## src/rtl/lbs_pkg.sv

```systemverilog
// ----------------------------------------------------------------------------
// Letterbox sampler package
// Sizes, field widths, register indexes, color coefficients and the
// structs shared between the sampler modules.
// ----------------------------------------------------------------------------
package lbs_pkg;

  // Store geometry.
  localparam int MAX_SRC_WIDTH  = 1024;
  localparam int MAX_SRC_HEIGHT = 1024;
  localparam int MAX_DST_SIZE   = 1024;

  localparam int CHROMA_ROWS  = (MAX_SRC_HEIGHT + 1) / 2;
  localparam int PAIR_COLS    = (MAX_SRC_WIDTH + 1) / 2;
  localparam int LUMA_DEPTH   = MAX_SRC_WIDTH * MAX_SRC_HEIGHT;
  localparam int CHROMA_DEPTH = CHROMA_ROWS * PAIR_COLS;
  localparam int LUMA_AW      = $clog2(LUMA_DEPTH);
  localparam int CHROMA_AW    = $clog2(CHROMA_DEPTH);
  localparam int SX_W         = $clog2(MAX_SRC_WIDTH);
  localparam int SY_W         = $clog2(MAX_SRC_HEIGHT);
  localparam int IDX_W        = (SX_W > SY_W) ? SX_W : SY_W;

  // Field widths.
  localparam int OP_W       = 2;
  localparam int COORD_W    = 10;
  localparam int PIX_W      = 8;
  localparam int SIZE_W     = 11;
  localparam int CFG_FIX_W  = 27;
  localparam int CFG_IDX_W  = 3;
  localparam int LEVEL_W    = 16;

  // Mapping arithmetic.
  localparam int FRAC_BITS   = 16;
  localparam int MAG_W       = COORD_W + FRAC_BITS;
  localparam int DIFF_W      = CFG_FIX_W + 1;
  localparam int SCALE_LO_W  = 16;
  localparam int SCALE_HI_W  = CFG_FIX_W - SCALE_LO_W;
  localparam int PROD_LO_W   = MAG_W + SCALE_LO_W;
  localparam int PROD_HI_W   = MAG_W + SCALE_HI_W;
  localparam int PROD_W      = MAG_W + CFG_FIX_W;
  localparam int PROD_FRAC   = 2 * FRAC_BITS;
  localparam int HI_W        = PROD_W - PROD_FRAC;

  // Color conversion, Q2.14.
  localparam int COEF_Q      = 14;
  localparam int SUM_W       = 25;
  localparam int COEF_RV     = 22971;
  localparam int COEF_GU     = 5638;
  localparam int COEF_GV     = 11700;
  localparam int COEF_BU     = 29032;
  localparam int CHROMA_BIAS = 128;
  localparam int LEVEL_TOP   = 255 * 16384;
  localparam int LEVEL_SHIFT = 6;
  localparam int LEVEL_ROUND = 32;
  localparam logic [LEVEL_W-1:0] PAD_LEVEL = 16'd29184;
  localparam logic [LEVEL_W-1:0] LEVEL_MAX = 16'd65280;

  // Register reset values.
  localparam logic [SIZE_W-1:0]    RST_SRC_WIDTH  = 11'd1024;
  localparam logic [SIZE_W-1:0]    RST_SRC_HEIGHT = 11'd1024;
  localparam logic [SIZE_W-1:0]    RST_DST_WIDTH  = 11'd640;
  localparam logic [SIZE_W-1:0]    RST_DST_HEIGHT = 11'd640;
  localparam logic [CFG_FIX_W-1:0] RST_INV_SCALE  = 27'd65536;

  typedef enum logic [OP_W-1:0] {
    OP_LOAD_LUMA   = 2'd0,
    OP_LOAD_CHROMA = 2'd1,
    OP_FETCH       = 2'd2
  } op_e;

  typedef enum logic [CFG_IDX_W-1:0] {
    REG_SRC_WIDTH  = 3'd0,
    REG_SRC_HEIGHT = 3'd1,
    REG_DST_WIDTH  = 3'd2,
    REG_DST_HEIGHT = 3'd3,
    REG_INV_SCALE  = 3'd4,
    REG_PAD_LEFT   = 3'd5,
    REG_PAD_TOP    = 3'd6
  } cfg_reg_e;

  // Sizes are already saturated to the store and destination limits.
  typedef struct packed {
    logic [SIZE_W-1:0]    pic_width;
    logic [SIZE_W-1:0]    pic_height;
    logic [SIZE_W-1:0]    dst_width;
    logic [SIZE_W-1:0]    dst_height;
    logic [CFG_FIX_W-1:0] inverse_scale;
    logic [CFG_FIX_W-1:0] pad_left;
    logic [CFG_FIX_W-1:0] pad_top;
  } cfg_t;

  typedef struct packed {
    logic s1;
    logic s2;
    logic s3;
  } map_en_t;

  typedef struct packed {
    logic s5;
    logic s6;
  } color_en_t;

  typedef struct packed {
    logic                 valid;
    op_e                  op;
    logic                 in_range;
    logic [LUMA_AW-1:0]   luma_addr;
    logic [CHROMA_AW-1:0] chroma_addr;
    logic                 lane;
    logic [PIX_W-1:0]     data;
    logic [SX_W-1:0]      sx;
    logic [SY_W-1:0]      sy;
  } fs_req_t;

endpackage

```

## src/rtl/lbs_cfg.sv

```systemverilog
// ----------------------------------------------------------------------------
// Letterbox sampler configuration registers
// Holds the seven setup registers and presents saturated frame sizes.
// ----------------------------------------------------------------------------
module lbs_cfg (
  input  logic                             clk_i,
  input  logic                             rst_ni,
  input  logic                             cfg_valid_i,
  output logic                             cfg_ready_o,
  input  logic [lbs_pkg::CFG_IDX_W-1:0]    cfg_index_i,
  input  logic [lbs_pkg::CFG_FIX_W-1:0]    cfg_data_i,
  output lbs_pkg::cfg_t                    cfg_o
);

  logic [lbs_pkg::SIZE_W-1:0]    pic_width_q, pic_height_q;
  logic [lbs_pkg::SIZE_W-1:0]    dst_width_q, dst_height_q;
  logic [lbs_pkg::CFG_FIX_W-1:0] inv_scale_q, pad_left_q, pad_top_q;
  logic [lbs_pkg::SIZE_W-1:0]    size_data;

  function automatic logic [lbs_pkg::SIZE_W-1:0] sat_size(
    input logic [lbs_pkg::SIZE_W-1:0] v,
    input int unsigned                lim
  );
    if (32'(v) > lim) begin
      return lbs_pkg::SIZE_W'(lim);
    end
    return v;
  endfunction

  assign cfg_ready_o = 1'b1;
  assign size_data   = cfg_data_i[lbs_pkg::SIZE_W-1:0];

  always_ff @(posedge clk_i or negedge rst_ni) begin
    if (!rst_ni) begin
      pic_width_q  <= lbs_pkg::RST_SRC_WIDTH;
      pic_height_q <= lbs_pkg::RST_SRC_HEIGHT;
      dst_width_q  <= lbs_pkg::RST_DST_WIDTH;
      dst_height_q <= lbs_pkg::RST_DST_HEIGHT;
      inv_scale_q  <= lbs_pkg::RST_INV_SCALE;
      pad_left_q   <= '0;
      pad_top_q    <= '0;
    end else if (cfg_valid_i) begin
      unique case (lbs_pkg::cfg_reg_e'(cfg_index_i))
        lbs_pkg::REG_SRC_WIDTH:  pic_width_q  <= size_data;
        lbs_pkg::REG_SRC_HEIGHT: pic_height_q <= size_data;
        lbs_pkg::REG_DST_WIDTH:  dst_width_q  <= size_data;
        lbs_pkg::REG_DST_HEIGHT: dst_height_q <= size_data;
        lbs_pkg::REG_INV_SCALE:  inv_scale_q  <= cfg_data_i;
        lbs_pkg::REG_PAD_LEFT:   pad_left_q   <= cfg_data_i;
        lbs_pkg::REG_PAD_TOP:    pad_top_q    <= cfg_data_i;
        default: ;
      endcase
    end
  end

  always_comb begin
    cfg_o.pic_width     = sat_size(pic_width_q, lbs_pkg::MAX_SRC_WIDTH);
    cfg_o.pic_height    = sat_size(pic_height_q, lbs_pkg::MAX_SRC_HEIGHT);
    cfg_o.dst_width     = sat_size(dst_width_q, lbs_pkg::MAX_DST_SIZE);
    cfg_o.dst_height    = sat_size(dst_height_q, lbs_pkg::MAX_DST_SIZE);
    cfg_o.inverse_scale = inv_scale_q;
    cfg_o.pad_left      = pad_left_q;
    cfg_o.pad_top       = pad_top_q;
  end

endmodule

```

## config.mk

```make
export PLATFORM = sky130hd
export DESIGN_NAME = lbs_cfg
export DESIGN_NICKNAME = d
export VERILOG_FILES = /design/src/rtl/lbs_pkg.sv /design/src/rtl/lbs_cfg.sv
export SDC_FILE = /design/constraint.sdc
export NUM_CORES = 1
export LEC_CHECK = 0
export ABC_CLOCK_PERIOD_IN_PS = 3300
export BUFFER_PORTS_ARGS = -buffer_cell sky130_fd_sc_hd__buf_2
export CAP_MARGIN = 10
export CORE_MARGIN = 2
export CORE_UTILIZATION = 50
export CTS_CLUSTER_SIZE = 12
export DETAILED_ROUTE_END_ITERATION = 8
export MAX_ROUTING_LAYER = met4
export PLACE_DENSITY = 0.77
export RECOVER_POWER = 100
export SLEW_MARGIN = 20
export SYNTH_ARGS = -nofsm -noshare
export SYNTH_HDL_FRONTEND = slang
export SYNTH_SLANG_ARGS = --single-unit
```

## constraint.sdc

```tcl
create_clock -name clk_i -period 3.3 [get_ports clk_i]
set_clock_uncertainty 0.05 [all_clocks]
set_input_delay 0.165 -clock clk_i [delete_from_list [all_inputs] [get_ports clk_i]]
set_output_delay 0.165 -clock clk_i [all_outputs]
set_load 0.005 [all_outputs]
```

## Word-level counts from Yosys, hierarchy flattened

Index checks and enable logic that the tools add are counted.

| operators by class | value |
|---|---|
| multiply operators | 0 |
| bitwise operators | 0 |
| multiplexer cells | 12 |
| add/subtract/negate cells | 0 |
| div/mod/pow operators | 0 |
| equal/unequal tests | 6 |
| reduce and logical (&&, ||, !) cells | 8 |
| order comparisons | 4 |
| shifts and indexed selects | 0 |

Operators by type and width:

| operator | number |
|---|---|
| $mux W11 | 8 |
| $gt A11 B11 Y1 const B | 4 |
| $reduce_and A2 Y1 | 7 |
| $eq A3 B3 Y1 const B | 3 |
| $eq A3 B2 Y1 const B | 2 |
| $mux W1 | 4 |
| $eq A3 B1 Y1 const B | 1 |
| $logic_not A3 Y1 | 1 |

| storage, ports and cells | value |
|---|---|
| bits in writable memories | 0 |
| memories | 0 |
| register bits after elaboration | 125 |
| input bits | 33 |
| ROM bits | 0 |
| output and inout port bits | 126 |
| bits in latches | 0 |
| logic and storage cells | 37 |

## Depth between registers and ports, before layout

Gate-level depths: netlist (run 1).

| depth | value |
|---|---|
| depth in word-level cells | 3 |
| depth in mapped cells | 4 |
| mapped depth without buffers | 2 |

## Worst setup path after synthesis (run 1)

No wires, ideal clock.

| path | value |
|---|---|
| path kind | input to register |
| from | input cfg_index_i[1] in the netlist's numbering |
| to | register pic_width_q[1] in the netlist's numbering |
| data arrival time | 1099 ps |
| setup slack | 2027 ps |
| setup time | 125 ps |
| stages | 3 |
| data required time | 3125 ps |
| path buffers | 1 |
| cell sequence | nor4b_1 > buf_4 > mux2_2 |

| between the ends | value |
|---|---|
| cells in the longest elaborated chain, start to end | 2 |

Ends and longest elaborated chain:

| item | RTL line | text |
|---|---|---|
| start, declared | lbs_cfg.sv:10 | `input logic [lbs_pkg::CFG_IDX_W-1:0] cfg_index_i,` |
| $logic_not A3 Y1 | lbs_cfg.sv:43 | `unique case (lbs_pkg::cfg_reg_e'(cfg_index_i))` |
| $reduce_and A2 Y1 (no line) | - |  |
| end signal, assigned | lbs_cfg.sv:35 | `pic_width_q <= lbs_pkg::RST_SRC_WIDTH;` |
| end signal, assigned | lbs_cfg.sv:44 | `lbs_pkg::REG_SRC_WIDTH: pic_width_q <= size_data;` |
| end, declared | lbs_cfg.sv:15 | `logic [lbs_pkg::SIZE_W-1:0] pic_width_q, pic_height_q;` |

No other way between the ends.
A chain may end at the register's enable or synchronous reset.

## Worst setup path in the final report (run 1)

| path | value |
|---|---|
| from | input cfg_index_i[2] in the netlist's numbering |
| to | register pad_left_q[14] in the netlist's numbering |

| between the ends | value |
|---|---|
| cells in the longest elaborated chain, start to end | 2 |

Ends and longest elaborated chain:

| item | RTL line | text |
|---|---|---|
| $eq A3 B3 Y1 | lbs_cfg.sv:43 |  |
| $reduce_and A2 Y1 (no line) | - |  |
| end signal, assigned | lbs_cfg.sv:49 | `lbs_pkg::REG_PAD_LEFT: pad_left_q <= cfg_data_i;` |
| end, declared | lbs_cfg.sv:17 | `logic [lbs_pkg::CFG_FIX_W-1:0] inv_scale_q, pad_left_q, pad_top_q;` |

No other way between the ends.

==> impl_metrics.tcl, run 1 <==
set metrics [dict create \
    fin_crit_sh 0.6008 \
    vias 3295 \
    synth_nets 351 \
    critPathKind "input pin to flip-flop" \
    detail-route-antenna-nets 0 \
    final_nets 539 \
    failed_checks "capacitance limit, slew limit" \
    grt_pass1_wl_um 18500 \
    worstHoldPathType "input pin to flip-flop" \
    setup_tns_ns 0 \
    peakVddDrop_mv 0.4311 \
    setup_viol 0 \
    first_pass_iters 4 \
    die_w_um 103.9 \
    wl_per_cell_um 17.41 \
    netlist_area_sq_um 4994 \
    status "finished with violations" \
    yosysSeqAreaShare 0.6282 \
    cp.required_ns 3.64 \
    postSynthCellCount 318 \
    drtIter0Drc 114 \
    grt_pass1_vias 3480 \
    drive_gt1_frac 0.4971 \
    die_area_sq_um 10800 \
    busiest_layer "met2" \
    ys_warn_count 0 \
    critPathCaptureType "flip-flop" \
    cts_tree "yes" \
    power_density_nw_per_um2 760.6 \
    grt_util_met1 0.2920 \
    cts_sinks 125 \
    grtUsageTotal 0.2289 \
    dp_hpwl_um 7230 \
    diodes 0 \
    synth_area_per_cell_sq_um 15.70 \
    ioPinCount 159 \
    initial_core_util 0.5132 \
    area_growth_pct 35.00 \
    clock_path_buffers 2 \
    grt_max_degree 69 \
    hold_buffers 28 \
    synth_cell_types 13 \
    post-cts-setup-buffers 0 \
    cp.arrival_ns 2.32 \
    die_height_um 103.9 \
    placed_cell_area_sq_um 5874 \
    finish.instance_area_sq_um 6741 \
    slew_violations 97 \
    antenna_found_initial 0 \
    grtUsageMet2 0.3609 \
    grt_util_met3 0.05764 \
    h-tree-depth 4 \
    max_freq_mhz 504.4 \
    power_leakage_nw 3.065 \
    worstMarginPinSlew_ns 1.667 \
    rsz0062_at_grt "no" \
    place.gp.congestion 0.7752 \
    cp_max_fo 27 \
    io_buffer_count 157 \
    startpoint_type "input pin" \
    cts_root_buffer "clkbuf_8" \
    maxCapViolCount 2 \
    core_sq_um 9729 \
    max_slew_margin -0.1113 \
    synth-seq-cells 125 \
    drt_wl_total_um 11350 \
    remaining_drc_errors 0 \
    cts.repair.resized 0 \
    placementRows 36 \
    insertion_delay_ns 0.51 \
    routed_via_density 5.054 \
    cts_buffers 17 \
    finalCriticalPeriod_ns 1.983 \
    grt_overflow 0 \
    clk_pin_slew_ns 0.06 \
    final-hold-violation-count 0 \
]
registers in the layout, summed over array words and instances (netlist names):
name          flops
pic_width_q      11
pic_height_q     11
dst_width_q      11
dst_height_q     11
pad_left_q       27
inv_scale_q      27
pad_top_q        27
power by group:
part	switching, mW	internal, mW
registers	0.208	1.88
logic	0.371	0.519
clock network	0.647	1.50
total	1.23	3.90
Yosys cell counts:
master,count,area share
clkbuf_1,8,0.0060
dfrtp_1,118,0.59
nor2b_1,40,0.050
buf_4,3,0.0045
conb_1,1,0.00075
nand4b_2,2,0.0060
dfstp_2,7,0.037
buf_6,2,0.0045
nand4b_1,1,0.0018
and4bb_2,3,0.0075
mux2_2,125,0.28
buf_2,7,0.0070
nor4b_1,1,0.0018
layout by cell type (no fill, tap or decap):
cell and instances:
mux2_2 122, dfrtp_1 118, buf_2 79, clkbuf_1 61, nor2b_1 40, dlygate4sd3_1 28, clkbuf_2 21, clkbuf_16 16
bufinv_16 7, dfstp_2 5, and4bb_1 3, nand4b_1 3, mux2_1 3, clkbuf_8 3, clkinvlp_4 2, dfstp_1 2
buf_4 2, nor4b_1 1, conb_1 1, clkinv_4 1, buf_1 1
through the flow:
stage / hold slack (ns) / power [mW] / std cells / utilization / setup WS (ns)
3_5_place_dp: 0.2707 / 3.015 / 592 / 0.6038 / 1.324
6_report: 0.3447 / 5.128 / 652 / 0.6929 / 1.317
4_1_cts: 0.1778 / 5.202 / 652 / 0.7032 / 1.636
3_3_place_gp: 0.2645 / 2.974 / 592 / 0.6038 / 1.372
5_1_grt: 0.3684 / 5.361 / 652 / 0.6929 / 1.051
2_1_floorplan: -0.1806 / 2.516 / 318 / - / 2.027
path summary, 6_finish.rpt:
check / startpoint / end / slack [ns] / cells past startpoint
max: cfg_index_i[2] / pad_left_q[14] / 1.32 / 3
min: cfg_index_i[1] / pad_top_q[10] / 0.34 / 3
max reg2reg: pic_height_q[10] / pic_height_q[10] / 2.15 / 1
min reg2reg: dst_height_q[0] / dst_height_q[0] / 0.45 / 1
max in group asynchronous: rst_ni / dst_width_q[5] / 1.42 / 3
min in group asynchronous: rst_ni / dst_width_q[6] / 0.59 / 2
logic make-up after synthesis:
| group | count (synthesis) | share of synthesized area |
|---|---|---|
| other | 1 | 0.0007510 |
| muxes | 125 | 0.2819 |
| and+or+nand+nor | 47 | 0.06715 |
| buffers and inverters | 20 | 0.02205 |
| DFF | 125 | 0.6282 |
critical path, stage by stage:
cell and delay [ns]:
clkbuf_1 0.20, nand4b_1 1.19, mux2_2 0.74
layout make-up:
cell class | count | area (sq um)
flip-flops and latches | 125 | 3137
fillers | 736 | 2988
multi-input cells | 173 | 1734
repair buffers | 189 | 1017
clock buffers | 22 | 452.9
clock inverters | 10 | 234.0
well taps | 133 | 166.4
metal layers:
metal | share of wire | wire [um]
met1 | 0.44 | 5022
met2 | 0.50 | 5632
met3 | 0.050 | 571
met4 | 0.011 | 123
met5 | 0 | 0
No activity file was read; power rests on OpenSTA's default activity.
==> run 2: changes to the inputs <==
ABC_AREA = 1   (was not set)
ABC_CLOCK_PERIOD_IN_PS = 1600   (was 3300)
CORE_UTILIZATION = 46   (was 50)
PLACE_DENSITY = 0.74   (was 0.77)
clock period = 1.6 ns   (was 3.3 ns; I/O delays follow)
==> run 2 against run 1 <==
The flow finishes with violations (setup timing); register-to-register slack got worse by 1.5 ns; non-clock buffer count rose by 29; sequential share of layout area fell by 2.1 points; clock power rose by 75%; count of clock-buffer cells in the layout rose by 4; critical endpoint is now cfg_o[96]; largest power group is now registers.
==> impl_metrics.tcl, run 2 <==
set metrics [dict create \
    slew_violations 0 \
    startpoint_type "flip-flop" \
    maxCapViolCount 0 \
    vias 4546 \
    drive_gt1_frac 0.3185 \
    cp_cell_sequence "nor2_1 > nand3_2 > nor2_4 > nor2_4 > nor2_2 > buf_2" \
    cts_root_buffer "clkbuf_8" \
    io_buffer_count 157 \
    synth_compound_area_frac 0.1292 \
    worstMarginPinSlew_ns 1.201 \
    fillCellCount 864 \
    synth_nets 596 \
    clk_pin_slew_ns 0.06 \
    die_height_um 109.0 \
    critPathKind "flip-flop to output pin" \
    postSynth.asyncResetShare 1.000 \
    core_sq_um 10790 \
    mostFrequentLayoutCell "buf_2" \
    worstHoldPathType "input pin to flip-flop" \
    clock_path_buffers 2 \
    seqPwrFrac 0.415 \
    fin_hold_ws_ns 0.08613 \
    yosysSeqAreaShare 0.6179 \
    die_w_um 109.0 \
    drtIter0Drc 392 \
    critPathCaptureType "output pin" \
    grtUsageMet2 0.4015 \
    grtUsageTotal 0.2476 \
    ys_warn_count 0 \
    yosys.area_share.simple 0.1617 \
    grt_overflow 0 \
    intPower_mw 7.237 \
    multiInputGateArea_sq_um 1577 \
    cp.arrival_ns 1.66 \
    detail-route-antenna-nets 0 \
    pwr-share-clk 0.373 \
    fin_crit_sh 1.118 \
    busiest_layer "met2" \
    ioPinCount 159 \
    antenna_found_initial 0 \
    final_nets 808 \
    cpMaxStageDelayCell "dfrtp_1" \
    rsz0062_at_grt "yes" \
    synth_edf_count 0 \
    place_inst 841 \
    synthMuxAreaShare 0 \
    peakVddDrop_mv 0.7430 \
    place.gp.congestion 0.8397 \
    grt_pass1_vias 4277 \
    synthAdderAreaFrac 0 \
    yosys.area_share.xor_xnor 0 \
    grt_max_degree 77 \
    synth_top_area_cell "dfrtp_1" \
    failed_checks "setup timing" \
    setup_ws_ns -0.1887 \
    critical_path.max_stage_delay_ns 0.41 \
    h-tree-depth 4 \
    max_slew_margin 0.1991 \
    placementRows 38 \
    dp_hpwl_um 8715 \
    final-hold-violation-count 0 \
    switching_power_mw 2.797 \
    area_growth_pct 39.04 \
    fin_cells 928 \
    postSynthCellCount 563 \
    cp_max_fo 5 \
    first_pass_iters 4 \
    diodes 0 \
    yosys-top-cells-count "129 x nand2_1, 118 x dfrtp_1, 75 x inv_1" \
    routed_via_density 4.899 \
    remaining_drc_errors 0 \
    max_freq_mhz 559.1 \
    power_leakage_nw 3.803 \
    power_density_nw_per_um2 1422 \
    placed_cell_area_sq_um 5954 \
    grt_util_met1 0.3097 \
    yosysMostFrequentCell "nand2_1" \
    initial_core_util 0.4703 \
    reg_top3 "inv_scale_q x27, pad_left_q x27, pad_top_q x27" \
    finalCriticalPeriod_ns 1.789 \
    setup_tns_ns -4.199 \
    synth_ff_type "dfrtp_1" \
    grt_pass1_wl_um 21470 \
    grt_util_met3 0.05021 \
    cts_buffers 17 \
    finish.instance_area_sq_um 7058 \
    synth_top_family_by_area "simple AND/OR/NAND/NOR gates" \
    status "finished with violations" \
    sw_frac_of_total 0.2788 \
    synthTopCellsByArea "dfrtp_1 58%, nand2_1 9.5%, o21ai_0 6.9%" \
    p_total_mw 10.03 \
    drt_wl_total_um 14060 \
    synth_cell_types 17 \
    insertion_delay_ns 0.49 \
    setup_viol 38 \
    synth_area_per_cell_sq_um 9.016 \
    synthDominantCellAreaShare 0.5817 \
    regArea_sq_um 3137 \
    die_area_sq_um 11890 \
    cp.required_ns 1.47 \
    synth-seq-cells 125 \
    wl_per_cell_um 15.15 \
    power_frac_comb 0.212 \
    cts_tree "yes" \
    netlist_area_sq_um 5076 \
    most-common-layout-cells "153 x buf_2, 129 x nand2_1, 124 x o21ai_0" \
    cts_sinks 125 \
    crit_top_cell "nor2_4" \
]
run 2: changes by cell type after synthesis, moves of 7 or more:
cell	previous run	this run
o21ai_1	0	47
mux2_2	125	0
nor2b_1	40	0
nor2_2	0	7
nor2_1	0	61
o21ai_2	0	8
nand3_1	0	9
nand2_1	0	129
inv_1	0	75
o21ai_0	0	70
run 2: path summary, 6_finish.rpt:
kind                            depth (start not counted)      startpoint         endpoint  slack [ns]
worst max-delay path                                    6  dst_width_q[1]        cfg_o[96]       -0.19
worst min-delay path                                    4  cfg_index_i[1]  dst_height_q[7]        0.09
worst max register to register                          4  pic_width_q[4]   pic_width_q[4]        0.62
worst min register to register                          2    pad_top_q[8]     pad_top_q[8]        0.43
max in group asynchronous                               3          rst_ni     pad_top_q[1]        0.32
min in group asynchronous                               3          rst_ni  dst_height_q[5]        0.39
run 2: metrics by stage:
| stage | setup slack (ns) | util |
|---|---|---|
| 6_report | -0.1887 | 0.6540 |
| 2_1_floorplan | 0.4924 | - |
| 3_5_place_dp | 0.2786 | 0.5517 |
| 3_3_place_gp | 0.3155 | 0.5517 |
| 5_1_grt | -0.2738 | 0.6540 |
| 4_1_cts | -0.1408 | 0.6502 |
run 2: cell type report:
cell class              count  area share
flip-flops and latches    125      0.4444
clock buffers              26     0.07197
inverters                  75     0.03989
repair buffers            218      0.1838
clock inverters             6     0.01170
well taps                 140     0.02482
multi-input cells         338      0.2234
run 2: cell families (layout without fill, tap and decap cells):
group / Yosys count / after routing
buf+inv: 103 / 325
compound gates: 125 / 125
flops: 125 / 125
simple gates: 209 / 212
other cells: 1 / 1
run 2: routing by layer:
metal	wire length (um)	vias to the layer above
met5	0	-
met4	263	0
met3	857	23
met2	7132	183
met1	5804	2165
li1	-	2175
run 2: timing repair:
action | 4_1_cts | 5_1_grt
hold buffers | 28 | 0
pin swaps | 7 | 15
endpoints found under the hold margin | 239 | 0
gates cloned | 2 | 1
resized for setup | 15 | 16
setup buffers | 16 | 8
endpoints found under the setup margin | 38 | 38
run 2: worst max-delay path: cells and delay by family (launching register included):
kind                   cells  cell delay [ns]
DFF                        1             0.41
and+or+nand+nor            5             0.63
buffers and inverters      1             0.11
run 2: power by group through the flow:
stage	clock, mW	sequential, mW	combinational, mW
2_1_floorplan	0	4.18	0.874
3_3_place_gp	0	4.17	1.75
3_5_place_dp	0	4.20	1.81
4_1_cts	3.79	4.14	2.08
5_1_grt	3.95	4.22	2.40
6_report	3.74	4.16	2.13
==> run 3: changes to the inputs <==
ABC_CLOCK_PERIOD_IN_PS = 2250   (was 1600)
CORE_UTILIZATION = 50   (was 46)
PLACE_DENSITY = 0.76   (was 0.74)
SLEW_MARGIN = not set   (was 20)
clock period = 2.25 ns   (was 1.6 ns; I/O delays follow)
==> run 3 against run 2 <==
Final area down 5.5%; clock power shrank 24%; wire length decreased by 7.8%; count of clock-buffer cells in the layout shrank 8; combinational power fell by 43%; utilization up 2.5 points; hold slack improved by 0.11 ns; the flow finishes with violations (capacitance limit, slew limit); global-route usage grew 0.56 points; critical path depth decreased by 2; flip-flop and latch count is the same; power decreased by 30%.
==> impl_metrics.tcl, run 3 (same netlist as run 2, synthesis figures left out) <==
set metrics [dict create \
    power_frac_comb 0.173 \
    insertion_delay_ns 0.51 \
    cts_sinks 125 \
    pwr-share-clk 0.403 \
    reg_top3 "inv_scale_q x27, pad_left_q x27, pad_top_q x27" \
    dp_hpwl_um 8579 \
    peakVddDrop_mv 0.5082 \
    antenna_found_initial 0 \
    die_w_um 104.8 \
    detail-route-antenna-nets 0 \
    cts_tree "yes" \
    slew_violations 55 \
    cts_buffers 17 \
    grt_pass1_wl_um 21420 \
    cts_root_buffer "clkbuf_8" \
    ioPinCount 159 \
    vias 4306 \
    critPathKind "flip-flop to output pin" \
    placementRows 36 \
    max_slew_margin -0.03563 \
    post-cts-setup-buffers 0 \
    clk_pin_slew_ns 0.06 \
    setup_tns_ns 0 \
    status "finished with violations" \
    routed_via_density 4.838 \
    placed_cell_area_sq_um 5916 \
    power_leakage_nw 3.429 \
    maxCapViolCount 1 \
    finalCriticalPeriod_ns 1.994 \
    cp_max_fo 9 \
    worstHoldPathType "input pin to asynchronous set/reset pin" \
    clock_path_buffers 2 \
    final_nets 777 \
    cp.required_ns 2.09 \
    max_freq_mhz 501.6 \
    fin_crit_sh 0.8861 \
    p_total_mw 7.013 \
    rsz0062_at_grt "no" \
    die_height_um 104.8 \
    most-common-layout-cells "132 x nand2_1, 119 x o21ai_0, 118 x dfrtp_1" \
    post-route-util 0.6789 \
    die_area_sq_um 10970 \
    fin_cells 890 \
    failed_checks "capacitance limit, slew limit" \
    grt_overflow 0 \
    wl_per_cell_um 14.57 \
    h-tree-depth 4 \
    remaining_drc_errors 0 \
    diodes 0 \
    pre_cts_slack_ns 0.6762 \
    io_buffer_count 157 \
    drt_wl_total_um 12960 \
    core_sq_um 9819 \
    power_density_nw_per_um2 1052 \
    final-hold-violation-count 0 \
    fin_hold_ws_ns 0.1920 \
    switching_power_mw 1.973 \
    mostFrequentLayoutCell "nand2_1" \
    grt_pass1_vias 4261 \
    drtIter0Drc 249 \
    intPower_mw 5.040 \
    first_pass_iters 5 \
    grtUsageTotal 0.2533 \
    fillCellCount 851 \
    critPathCaptureType "output pin" \
    finish.instance_area_sq_um 6666 \
    area_growth_pct 31.33 \
    cp.arrival_ns 1.83 \
    place.gp.congestion 0.9224 \
    place_inst 830 \
    grt_max_degree 55 \
    setup_ws_ns 0.2563 \
    cts.repair.resized 0 \
    setup_viol 0 \
    sw_frac_of_total 0.2813 \
    initial_core_util 0.5169 \
    worstMarginPinSlew_ns 1.550 \
    startpoint_type "flip-flop" \
    seqPwrFrac 0.424 \
    drive_gt1_frac 0.1810 \
]
==> run 3: cell types whose count changed in the layout (fill, tap and decap cells not counted), moves of 5 or more <==
cell	change
buf_2	-78
clkbuf_1	+54
buf_4	-22
clkbuf_2	+19
nor2_1	+17
nor2_2	-10
nor2_4	-10
clkbuf_4	-6
clkinvlp_4	+6
clkbuf_8	-5
nand3_1	+5
nand3_2	-5
o21ai_0	-5
==> run 3: what timing repair did <==
item | 4_1_cts | 5_1_grt
setup endpoints to repair | 0 | 0
hold endpoints to repair | 219 | 0
hold buffers | 28 | 0
==> run 3: path summary, 6_finish.rpt <==
path / start / end / slack, ns / depth (start not counted)
setup / recovery: pic_width_q[10] / cfg_o[117] / 0.26 / 4
hold / removal: rst_ni / pic_height_q[1] / 0.19 / 2
setup reg to reg: inv_scale_q[16] / inv_scale_q[16] / 1.36 / 2
hold reg to reg: inv_scale_q[13] / inv_scale_q[13] / 0.43 / 2
max in group asynchronous: rst_ni / dst_height_q[10] / 0.49 / 3
min in group clk_i: cfg_index_i[0] / pic_width_q[10] / 0.30 / 4
==> run 3: layer usage <==
| layer | vias up | part of all wire | global-route usage |
|---|---|---|---|
| met5 | - | 0 | - |
| met4 | 0 | 0.0085 | 0.08000 |
| met3 | 11 | 0.065 | 0.06051 |
| met2 | 154 | 0.50 | 0.4058 |
| met1 | 2027 | 0.43 | 0.3208 |
| li1 | 2114 | - | - |
==> run 3: power by group through the flow <==
stage | clock network, mW | logic (mW) | registers, mW
2_1_floorplan | 0 | 0.621 | 2.97
3_3_place_gp | 0 | 1.22 | 2.98
3_5_place_dp | 0 | 1.27 | 3.00
4_1_cts | 2.85 | 1.32 | 2.97
5_1_grt | 2.98 | 1.40 | 3.03
6_report | 2.83 | 1.21 | 2.98
==> run 3: critical path, stage by stage (launching register included) <==
cell and delay, ns:
dfstp_1 0.58, inv_1 0.06, nor2_1 0.43, nor2_1 0.12
clkbuf_2 0.14
==> run 3: layout make-up <==
class | instances | area (sq um) | share of cell area
flip-flops and latches | 125 | 3137 | 0.4705
clock buffers | 18 | 427.9 | 0.06419
inverters | 75 | 281.5 | 0.04223
repair buffers | 190 | 1022 | 0.1533
multi-input cells | 335 | 1440 | 0.2160
clock inverters | 14 | 191.4 | 0.02872
well taps | 133 | 166.4 | 0.02496
